`src/rtl/core/cmb_pkg.sv`:
```
// package for the can receive mailbox: sizes, codes and request type
`default_nettype none

package cmb_pkg;

    localparam int TABLE_ENTRIES = 32;
    localparam int IDX_W = (TABLE_ENTRIES > 1) ? $clog2(TABLE_ENTRIES) : 1;
    localparam int CNT_W = $clog2(TABLE_ENTRIES + 1);

    localparam int KEY_W = 32;
    localparam int IDENT_W = 29;
    localparam int LEN_W = 4;
    localparam int PAYLOAD_W = 64;
    localparam int STAMP_W = 32;
    localparam int DATA_W = LEN_W + PAYLOAD_W + STAMP_W;

    localparam int QUEUE_DEPTH = 2;
    localparam int QPTR_W = $clog2(QUEUE_DEPTH);
    localparam int QCNT_W = $clog2(QUEUE_DEPTH + 1);

    typedef enum logic
    {
        CMD_FRAME = 1'b0,
        CMD_READ  = 1'b1
    } cmd_t;

    typedef enum logic [2:0]
    {
        STATUS_READ_OK    = 3'd0,
        STATUS_NOT_FOUND  = 3'd1,
        STATUS_STORED_NEW = 3'd2,
        STATUS_UPDATED    = 3'd3,
        STATUS_DROPPED    = 3'd4
    } status_t;

    typedef enum logic [1:0]
    {
        BK_IDLE,
        BK_SCAN,
        BK_RESP
    } back_state_t;

    typedef struct packed
    {
        cmd_t                 cmd;
        logic [KEY_W-1:0]     key;
        logic [KEY_W-1:0]     mask;
        logic [LEN_W-1:0]     length;
        logic [PAYLOAD_W-1:0] payload;
        logic [STAMP_W-1:0]   stamp;
    } queue_req_t;

endpackage

`default_nettype wire

```
`src/rtl/core/cmb_ram.sv`:
```
// generic single write, single read ram with registered read data
`default_nettype none

module cmb_ram #(
    parameter int WIDTH = 8,
    parameter int DEPTH = 32
) (
    input  wire logic                                        clk,
    input  wire logic                                        we,
    input  wire logic [((DEPTH > 1) ? $clog2(DEPTH) : 1)-1:0] waddr,
    input  wire logic [WIDTH-1:0]                            wdata,
    input  wire logic [((DEPTH > 1) ? $clog2(DEPTH) : 1)-1:0] raddr,
    output logic      [WIDTH-1:0]                            rdata
);

    logic [WIDTH-1:0] mem_reg [DEPTH];
    logic [WIDTH-1:0] rdata_reg;

    always_ff @(posedge clk)
    begin
        if (we)
        begin
            mem_reg[waddr] <= wdata;
        end
        rdata_reg <= mem_reg[raddr];
    end

    assign rdata = rdata_reg;

endmodule

`default_nettype wire

```
`src/rtl/core/cmb_front.sv`:
```
// front end: accepts requests, forms the frame key, holds a short request queue
`default_nettype none

module cmb_front (
    input  wire logic                          clk,
    input  wire logic                          rst_n,
    input  wire logic                          start,
    output logic                               busy,
    input  wire logic                          cmd,
    input  wire logic [cmb_pkg::IDENT_W-1:0]   frame_ident,
    input  wire logic                          frame_extended,
    input  wire logic                          frame_remote,
    input  wire logic [cmb_pkg::LEN_W-1:0]     frame_length,
    input  wire logic [63:0]                   frame_payload,
    input  wire logic [63:0]                   frame_time,
    input  wire logic [31:0]                   query_id,
    input  wire logic [31:0]                   query_mask,
    output logic                               q_valid,
    output cmb_pkg::queue_req_t                q_req,
    input  wire logic                          q_pop
);

    cmb_pkg::queue_req_t               req_in;
    cmb_pkg::queue_req_t               q_mem_reg [cmb_pkg::QUEUE_DEPTH];
    logic [cmb_pkg::QPTR_W-1:0]        wr_ptr_reg;
    logic [cmb_pkg::QPTR_W-1:0]        wr_ptr_next;
    logic [cmb_pkg::QPTR_W-1:0]        rd_ptr_reg;
    logic [cmb_pkg::QPTR_W-1:0]        rd_ptr_next;
    logic [cmb_pkg::QCNT_W-1:0]        count_reg;
    logic [cmb_pkg::QCNT_W-1:0]        count_next;
    logic                              push;

    always_comb
    begin
        req_in.cmd     = cmb_pkg::cmd_t'(cmd);
        req_in.length  = frame_length;
        req_in.payload = frame_payload;
        req_in.stamp   = frame_time[cmb_pkg::STAMP_W-1:0];
        if (cmb_pkg::cmd_t'(cmd) == cmb_pkg::CMD_READ)
        begin
            req_in.key  = query_id;
            req_in.mask = query_mask;
        end
        else
        begin
            // bit 31 remote, bit 30 standard, bit 29 zero
            req_in.key  = {frame_remote, ~frame_extended, 1'b0, frame_ident};
            req_in.mask = '1;
        end
    end

    assign busy    = (count_reg == cmb_pkg::QCNT_W'(cmb_pkg::QUEUE_DEPTH));
    assign push    = start && !busy;
    assign q_valid = (count_reg != '0);
    assign q_req   = q_mem_reg[rd_ptr_reg];

    always_comb
    begin
        wr_ptr_next = wr_ptr_reg;
        rd_ptr_next = rd_ptr_reg;
        count_next  = count_reg;
        if (push)
        begin
            wr_ptr_next = wr_ptr_reg + cmb_pkg::QPTR_W'(1);
        end
        if (q_pop)
        begin
            rd_ptr_next = rd_ptr_reg + cmb_pkg::QPTR_W'(1);
        end
        unique case ({push, q_pop})
            2'b10:   count_next = count_reg + cmb_pkg::QCNT_W'(1);
            2'b01:   count_next = count_reg - cmb_pkg::QCNT_W'(1);
            default: count_next = count_reg;
        endcase
    end

    always_ff @(posedge clk or negedge rst_n)
    begin
        if (!rst_n)
        begin
            wr_ptr_reg <= '0;
            rd_ptr_reg <= '0;
            count_reg  <= '0;
        end
        else
        begin
            wr_ptr_reg <= wr_ptr_next;
            rd_ptr_reg <= rd_ptr_next;
            count_reg  <= count_next;
        end
    end

    always_ff @(posedge clk)
    begin
        if (push)
        begin
            q_mem_reg[wr_ptr_reg] <= req_in;
        end
    end

endmodule

`default_nettype wire

```
`src/rtl/core/cmb_back.sv`:
```
// back end: scans the mailbox table in insertion order and carries out requests
`default_nettype none

module cmb_back (
    input  wire logic                            clk,
    input  wire logic                            rst_n,
    input  wire logic                            q_valid,
    input  wire cmb_pkg::queue_req_t             q_req,
    output logic                                 q_pop,
    output logic                                 done,
    output logic [2:0]                           status,
    output logic [cmb_pkg::KEY_W-1:0]            msg_key,
    output logic [cmb_pkg::LEN_W-1:0]            msg_length,
    output logic [cmb_pkg::PAYLOAD_W-1:0]        msg_payload,
    output logic [cmb_pkg::STAMP_W-1:0]          msg_time
);

    cmb_pkg::back_state_t                  state_reg;
    cmb_pkg::back_state_t                  state_next;
    cmb_pkg::queue_req_t                   req_reg;
    cmb_pkg::queue_req_t                   req_next;
    logic [cmb_pkg::CNT_W-1:0]             issue_reg;
    logic [cmb_pkg::CNT_W-1:0]             issue_next;
    logic                                  pend_reg;
    logic                                  pend_next;
    logic [cmb_pkg::IDX_W-1:0]             pend_idx_reg;
    logic [cmb_pkg::IDX_W-1:0]             pend_idx_next;
    logic [cmb_pkg::CNT_W-1:0]             used_reg;
    logic [cmb_pkg::CNT_W-1:0]             used_next;
    logic [cmb_pkg::TABLE_ENTRIES-1:0]     unread_reg;
    logic [cmb_pkg::KEY_W-1:0]             hit_key_reg;
    logic [cmb_pkg::KEY_W-1:0]             hit_key_next;
    logic                                  done_reg;
    logic                                  done_next;
    cmb_pkg::status_t                      status_reg;
    cmb_pkg::status_t                      status_next;
    logic [cmb_pkg::KEY_W-1:0]             key_out_reg;
    logic [cmb_pkg::KEY_W-1:0]             key_out_next;
    logic [cmb_pkg::DATA_W-1:0]            data_out_reg;
    logic [cmb_pkg::DATA_W-1:0]            data_out_next;

    logic                                  issue_lt;
    logic                                  match;
    logic                                  hit;
    logic                                  scan_end;
    logic                                  table_full;
    logic                                  unread_set;
    logic                                  unread_clr;
    logic [cmb_pkg::IDX_W-1:0]             unread_idx;

    logic                                  key_we;
    logic [cmb_pkg::IDX_W-1:0]             key_waddr;
    logic [cmb_pkg::IDX_W-1:0]             key_raddr;
    logic [cmb_pkg::KEY_W-1:0]             key_rdata;
    logic                                  data_we;
    logic [cmb_pkg::IDX_W-1:0]             data_waddr;
    logic [cmb_pkg::DATA_W-1:0]            data_wdata;
    logic [cmb_pkg::DATA_W-1:0]            data_rdata;

    cmb_ram #(
        .WIDTH (cmb_pkg::KEY_W),
        .DEPTH (cmb_pkg::TABLE_ENTRIES)
    ) u_key_ram (
        .clk   (clk),
        .we    (key_we),
        .waddr (key_waddr),
        .wdata (req_reg.key),
        .raddr (key_raddr),
        .rdata (key_rdata)
    );

    cmb_ram #(
        .WIDTH (cmb_pkg::DATA_W),
        .DEPTH (cmb_pkg::TABLE_ENTRIES)
    ) u_data_ram (
        .clk   (clk),
        .we    (data_we),
        .waddr (data_waddr),
        .wdata (data_wdata),
        .raddr (pend_idx_reg),
        .rdata (data_rdata)
    );

    assign issue_lt   = (issue_reg < used_reg);
    assign key_raddr  = issue_reg[cmb_pkg::IDX_W-1:0];
    assign table_full = (used_reg == cmb_pkg::CNT_W'(cmb_pkg::TABLE_ENTRIES));
    assign data_wdata = {req_reg.length, req_reg.payload, req_reg.stamp};

    always_comb
    begin
        if (req_reg.cmd == cmb_pkg::CMD_READ)
        begin
            match = unread_reg[pend_idx_reg] && ((key_rdata & req_reg.mask) == req_reg.key);
        end
        else
        begin
            match = (key_rdata == req_reg.key);
        end
    end

    assign hit      = (state_reg == cmb_pkg::BK_SCAN) && pend_reg && match;
    assign scan_end = (state_reg == cmb_pkg::BK_SCAN) && !pend_reg && !issue_lt;

    // next state
    always_comb
    begin
        state_next = state_reg;
        unique case (state_reg)
            cmb_pkg::BK_IDLE:
            begin
                if (q_valid)
                begin
                    state_next = cmb_pkg::BK_SCAN;
                end
            end
            cmb_pkg::BK_SCAN:
            begin
                if (hit && (req_reg.cmd == cmb_pkg::CMD_READ))
                begin
                    state_next = cmb_pkg::BK_RESP;
                end
                else if (hit || scan_end)
                begin
                    state_next = cmb_pkg::BK_IDLE;
                end
            end
            cmb_pkg::BK_RESP:
            begin
                state_next = cmb_pkg::BK_IDLE;
            end
            default:
            begin
                state_next = cmb_pkg::BK_IDLE;
            end
        endcase
    end

    // outputs and datapath
    always_comb
    begin
        q_pop         = 1'b0;
        req_next      = req_reg;
        issue_next    = issue_reg;
        pend_next     = 1'b0;
        pend_idx_next = pend_idx_reg;
        used_next     = used_reg;
        hit_key_next  = hit_key_reg;
        done_next     = 1'b0;
        status_next   = status_reg;
        key_out_next  = '0;
        data_out_next = '0;
        unread_set    = 1'b0;
        unread_clr    = 1'b0;
        unread_idx    = pend_idx_reg;
        key_we        = 1'b0;
        key_waddr     = used_reg[cmb_pkg::IDX_W-1:0];
        data_we       = 1'b0;
        data_waddr    = pend_idx_reg;
        unique case (state_reg)
            cmb_pkg::BK_IDLE:
            begin
                if (q_valid)
                begin
                    q_pop      = 1'b1;
                    req_next   = q_req;
                    issue_next = '0;
                end
            end
            cmb_pkg::BK_SCAN:
            begin
                // one key read issued and one key checked per cycle
                if (issue_lt)
                begin
                    issue_next    = issue_reg + cmb_pkg::CNT_W'(1);
                    pend_next     = 1'b1;
                    pend_idx_next = issue_reg[cmb_pkg::IDX_W-1:0];
                end
                if (hit)
                begin
                    pend_next     = 1'b0;
                    pend_idx_next = pend_idx_reg;
                    if (req_reg.cmd == cmb_pkg::CMD_READ)
                    begin
                        unread_clr   = 1'b1;
                        hit_key_next = key_rdata;
                    end
                    else
                    begin
                        data_we     = 1'b1;
                        unread_set  = 1'b1;
                        done_next   = 1'b1;
                        status_next = cmb_pkg::STATUS_UPDATED;
                    end
                end
                else if (scan_end)
                begin
                    done_next = 1'b1;
                    if (req_reg.cmd == cmb_pkg::CMD_READ)
                    begin
                        status_next = cmb_pkg::STATUS_NOT_FOUND;
                    end
                    else if (table_full)
                    begin
                        status_next = cmb_pkg::STATUS_DROPPED;
                    end
                    else
                    begin
                        key_we      = 1'b1;
                        data_we     = 1'b1;
                        data_waddr  = used_reg[cmb_pkg::IDX_W-1:0];
                        unread_set  = 1'b1;
                        unread_idx  = used_reg[cmb_pkg::IDX_W-1:0];
                        used_next   = used_reg + cmb_pkg::CNT_W'(1);
                        status_next = cmb_pkg::STATUS_STORED_NEW;
                    end
                end
            end
            cmb_pkg::BK_RESP:
            begin
                done_next     = 1'b1;
                status_next   = cmb_pkg::STATUS_READ_OK;
                key_out_next  = hit_key_reg;
                data_out_next = data_rdata;
            end
            default:
            begin
                q_pop = 1'b0;
            end
        endcase
    end

    always_ff @(posedge clk or negedge rst_n)
    begin
        if (!rst_n)
        begin
            state_reg <= cmb_pkg::BK_IDLE;
            used_reg  <= '0;
            pend_reg  <= 1'b0;
            done_reg  <= 1'b0;
        end
        else
        begin
            state_reg <= state_next;
            used_reg  <= used_next;
            pend_reg  <= pend_next;
            done_reg  <= done_next;
        end
    end

    always_ff @(posedge clk)
    begin
        req_reg      <= req_next;
        issue_reg    <= issue_next;
        pend_idx_reg <= pend_idx_next;
        hit_key_reg  <= hit_key_next;
        status_reg   <= status_next;
        key_out_reg  <= key_out_next;
        data_out_reg <= data_out_next;
        if (unread_set)
        begin
            unread_reg[unread_idx] <= 1'b1;
        end
        else if (unread_clr)
        begin
            unread_reg[unread_idx] <= 1'b0;
        end
    end

    assign done        = done_reg;
    assign status      = status_reg;
    assign msg_key     = key_out_reg;
    assign msg_length  = data_out_reg[cmb_pkg::DATA_W-1 -: cmb_pkg::LEN_W];
    assign msg_payload = data_out_reg[cmb_pkg::STAMP_W +: cmb_pkg::PAYLOAD_W];
    assign msg_time    = data_out_reg[cmb_pkg::STAMP_W-1:0];

endmodule

`default_nettype wire

```
`src/rtl/core/can_receive_mailbox_top.sv`:
```
// top level of the can receive mailbox with acceptance mask lookup
// with the back end idle, a miss scans every used entry before done; a frame that matches
// entry i ends the scan at i, and a read that matches entry i goes through the response state
// the back end works on one request at a time and takes another from the queue only when idle;
// a two-deep request queue takes requests during a scan, busy when full; no receiver stall
// reset clears the entry count, queue and control; table contents are not cleared
`default_nettype none

module can_receive_mailbox_top (
    input  wire logic                          clk,
    input  wire logic                          rst_n,
    input  wire logic                          start,
    output logic                               busy,
    input  wire logic                          cmd,
    input  wire logic [28:0]                   frame_ident,
    input  wire logic                          frame_extended,
    input  wire logic                          frame_remote,
    input  wire logic [3:0]                    frame_length,
    input  wire logic [63:0]                   frame_payload,
    input  wire logic [63:0]                   frame_time,
    input  wire logic [31:0]                   query_id,
    input  wire logic [31:0]                   query_mask,
    output logic                               done,
    output logic [2:0]                         status,
    output logic [31:0]                        msg_key,
    output logic [3:0]                         msg_length,
    output logic [63:0]                        msg_payload,
    output logic [31:0]                        msg_time
);

    logic                    q_valid;
    cmb_pkg::queue_req_t     q_req;
    logic                    q_pop;

    cmb_front u_front (
        .clk            (clk),
        .rst_n          (rst_n),
        .start          (start),
        .busy           (busy),
        .cmd            (cmd),
        .frame_ident    (frame_ident),
        .frame_extended (frame_extended),
        .frame_remote   (frame_remote),
        .frame_length   (frame_length),
        .frame_payload  (frame_payload),
        .frame_time     (frame_time),
        .query_id       (query_id),
        .query_mask     (query_mask),
        .q_valid        (q_valid),
        .q_req          (q_req),
        .q_pop          (q_pop)
    );

    cmb_back u_back (
        .clk         (clk),
        .rst_n       (rst_n),
        .q_valid     (q_valid),
        .q_req       (q_req),
        .q_pop       (q_pop),
        .done        (done),
        .status      (status),
        .msg_key     (msg_key),
        .msg_length  (msg_length),
        .msg_payload (msg_payload),
        .msg_time    (msg_time)
    );

    a_pop_needs_request: assert property (@(posedge clk) disable iff (!rst_n)
        q_pop |-> q_valid)
        else $error("request taken from an empty queue");

    a_done_single: assert property (@(posedge clk) disable iff (!rst_n)
        done |=> !done)
        else $error("two results in consecutive cycles");

    a_frame_result_zero: assert property (@(posedge clk) disable iff (!rst_n)
        (done && (status != cmb_pkg::STATUS_READ_OK)) |->
            (msg_key == '0) && (msg_length == '0) && (msg_payload == '0) && (msg_time == '0))
        else $error("non-read result carries entry data");

    a_status_code: assert property (@(posedge clk) disable iff (!rst_n)
        done |-> (status <= 3'(cmb_pkg::STATUS_DROPPED)))
        else $error("result with undefined status");

endmodule

`default_nettype wire
```
`config.mk`:
```
export PLATFORM = sky130hd
export DESIGN_NAME = can_receive_mailbox_top
export DESIGN_NICKNAME = d
export VERILOG_FILES = /design/src/rtl/core/cmb_pkg.sv /design/src/rtl/core/cmb_ram.sv /design/src/rtl/core/cmb_front.sv /design/src/rtl/core/cmb_back.sv /design/src/rtl/core/can_receive_mailbox_top.sv
export SDC_FILE = /design/constraint.sdc
export NUM_CORES = 2
export LEC_CHECK = 0
export BUFFER_PORTS_ARGS = -buffer_cell sky130_fd_sc_hd__buf_2
export CAP_MARGIN = 5
export CELL_PAD_IN_SITES_DETAIL_PLACEMENT = 0
export CELL_PAD_IN_SITES_GLOBAL_PLACEMENT = 2
export CORE_MARGIN = 1
export CORE_UTILIZATION = 49
export CTS_CLUSTER_SIZE = 20
export DETAILED_ROUTE_END_ITERATION = 12
export GPL_ROUTABILITY_DRIVEN = 0
export PLACE_DENSITY = 0.76
export RECOVER_POWER = 100
export REMOVE_ABC_BUFFERS = 1
export SLEW_MARGIN = 20
export SYNTH_ARGS = -nofsm -noshare
export SYNTH_HDL_FRONTEND = slang
export SYNTH_HIERARCHICAL = 1
export SYNTH_MEMORY_MAX_BITS = 65536
export SYNTH_SLANG_ARGS = --single-unit
```
`constraint.sdc`:
```
create_clock -name clk -period 9.6 [get_ports clk]
set_clock_uncertainty 0.2 [all_clocks]
set_input_delay 1.92 -clock clk [delete_from_list [all_inputs] [get_ports clk]]
set_output_delay 1.92 -clock clk [all_outputs]
set_load 0.005 [all_outputs]
```
==> out/results.txt <==
Status: finished, violations left
Failing checks: capacitance limit, slew limit
Worst-Skew Late Latency: 1030 ps
PwrDens: 304 nW/um^2
Setup Fix Bufs, Post-CTS: 0
Vias in the first global route: 95400
Minimum clock period: 8320 ps
Period Utilization, post-route: 86.6%
Mux cell area share after synthesis: 12.9%
Synth Flop Type: edfxtp_1
CTS hold repair buffers: 0
Number of flip-flops in the largest register: 3200
CTS tree: built
Slew HR: -303%
Netlist area before placement: 190000 um^2
Wirelength per Cell: 30.0 um
Cell type with the largest total area after synthesis: edfxtp_1
Fin. Hold Viols: 0
Detailed Route WL: 474 mm
Die area: 390000 um^2
First DRT Iteration DRCs: 9209
Synth Instances: 9545
Worst reg2reg setup slack: 1280 ps
Worst setup EP type: register
Vias per Instance: 5.98
Number of CTS-inserted buffers: 531
Largest family of logic cells by synthesized area: multiplexers
Maxcap violations: 110
Sequential area share after synthesis: 78.8%
Adder-Cell Fraction of Synth Area: 0.0790%
Layout overhead on the synthesized area: 13.0%
Post-synth EDFFs: 4797
Post-synth top area share: 75.8%
Hold path depth: 1
Die H: 625 um
DPL Wire Length: 247 mm
Worst vdd ir: 408 uV
Slew @ Worst Pin: 6040 ps
Max Fclk: 0.120 GHz
LEAKAGE: 70.7 nW
Number of synthesized register bits: 5075
Maximum number of pins on one net before global-route repair: 147
Row cnt: 228
Final setup vio count: 0
Routed vias: 94300
Fin worst setup slack: 1280 ps
Final #Nets: 10400
Reg2reg start: u_back/pend_idx_reg[1]
Layout cells sized above 1: 15.3%
Final ANT Viol Nets: 0
RR Endpoint: u_back/u_data_ram/rdata[71]
Crit Path Category: reg -> reg
Critical Path Fanout Max: 101
Synth Area in XOR/XNOR: 0.161%
Startpoint types: register
Core box area: 386000 um^2
Ports: 368
Post-synth ARST share: 0.276%
Setup_tns: 0 ps
GRT overflow: 0
FILL cells: 29200
Post_cts resized: 0
Pre-CTS setup slack: 2520 ps
I/O Buffers: 335
Hold Path Origin: u_back/u_data_ram/rdata[94]
Synth cell count leaders: edfxtp_1 (4797), mux2i_1 (1294), a22oi_1 (613)
Root buffer cell: clkbuf_16
First-pass GRT wire length: 675 mm
Cells on worst reg2reg path: 7
Global-route usage over all layers: 24.0%
Mean Syn Cell Area: 19.9 um^2
H-tree Lvls: 6
Compound-cell area share of the yosys netlist: 4.02%
Hold endpoint: u_back/data_out_reg[94]
Worst-path clk slew: 70 ps
Yosys warning total: 6
Synth area leaders: edfxtp_1 (76%), mux2i_1 (6.8%), mux4_2 (4.9%)
Slew Limit Fails: 3823
Type of the most critical hold path: reg -> reg
Most frequent cell after synthesis: edfxtp_1
# DRC: 0
Pre-antenna DRT Iters: 6
CP arrival: 9010 ps
Sinks on Clock Net: 5075
Number of distinct library cells after synthesis: 73
Initial Util: 49.2%
Die X: 625 um
Simple-gate share of the synthesized area: 2.52%
CP required: 10300 ps
Initial antenna violation count: 18
Clock Path Buffers: 4
RSZ-0062 raised after global routing: false
==> worst max-delay path by stage <==
stage / startpoint / endpoint / slack (ps) / cells after the start
after global routing: u_back/pend_idx_reg[1] / u_back/u_data_ram/rdata[71] / 1040 / 7
after floorplan: u_back/pend_idx_reg[0] / u_back/u_data_ram/rdata[15] / -39740 / 4
after CTS: u_back/req_reg[145] / u_back/u_data_ram/mem_reg[1][68] / 2470 / 11
final: u_back/pend_idx_reg[1] / u_back/u_data_ram/rdata[71] / 1280 / 7
after detailed placement: u_back/req_reg[145] / u_back/u_data_ram/mem_reg[1][41] / 2520 / 11
after global placement: u_back/req_reg[145] / u_back/u_data_ram/mem_reg[9][38] / 2500 / 11
==> cell families after synthesis <==
logic type                 after synthesis
and+or+nand+nor                        916
AOI/OAI and AO/OA                     1062
adders and majority gates               12
buffers and inverters                  537
DFF                                   5075
muxes                                 1908
xor gates and xnor gates                35
==> critical path, stage by stage, from the launching register on <==
cell,delay (ps)
edfxtp_1,730
clkbuf_2,2330
and3b_1,830
clkbuf_2,850
clkbuf_1,2320
a22o_1,490
a31oi_1,60
nand3_1,290
==> layout by cell type (no fill, tap or decap), drive strengths merged, types with 7 or more instances in the layout <==
master / n
nor2b: 30
buf: 303
nand2b: 50
dfxtp: 264
o22ai: 7
mux2: 197
a22oi: 613
nor2: 98
a22o: 124
nand3: 298
bufinv: 40
xnor2: 11
clkbuf: 986
mux4: 417
inv: 58
a21oi: 153
diode: 16
clkinv: 169
nand3b: 15
nand4: 53
dfrtp: 14
nor4: 10
nand2: 145
xor2: 24
mux2i: 1294
nor3: 39
o21ai: 17
a31oi: 95
and2: 146
edfxtp: 4797
ha: 12
==> metrics by stage <==
| stage | utilization, % | cell area (um^2) | hold WS, ps | power, mW | instances |
|---|---|---|---|---|---|
| CTS | 55.9 | 216000 | 234 | 65.9 | 15700 |
| global placement | 51.4 | 198000 | 222 | 45.3 | 14800 |
| finish | 55.6 | 215000 | 233 | 65.4 | 15800 |
| floorplan | - | 187000 | 208 | 43.0 | 9043 |
| detailed placement | 51.4 | 199000 | 221 | 45.7 | 14800 |
| global route | 55.6 | 215000 | 248 | 67.8 | 15800 |
==> layout make-up <==
cell class                      count  area [um^2]  share of cell area (%)
Antenna cell                       16         40.0                  0.0186
Clock buffer                      717        14500                    6.77
Clock inverter                    237         2660                    1.24
Inverter                           35          131                  0.0612
Multi-Input combinational cell   3933        37900                    17.6
Sequential cell                  5075       150000                    69.7
Tap cell                         5175         6470                    3.02
Timing Repair Buffer              572         3330                    1.55
==> power by group <==
group	leakage (nW)	internal [mW]	switching, mW	total, mW
logic	16.7	4.71	8.63	13.3
clock network	8.36	11.8	8.40	20.2
registers	45.7	29.3	2.51	31.9
total	70.7	45.8	19.5	65.4
==> layer usage <==
layer,vias up,part of all wire [%],track usage [%]
met5,-,0.0017,0
met4,2,2.7,6.44
met3,730,6.5,3.17
met2,3409,50,40.8
met1,50000,41,32.6
li1,40200,-,-
Note: power is estimated with default switching activity, not from simulation.
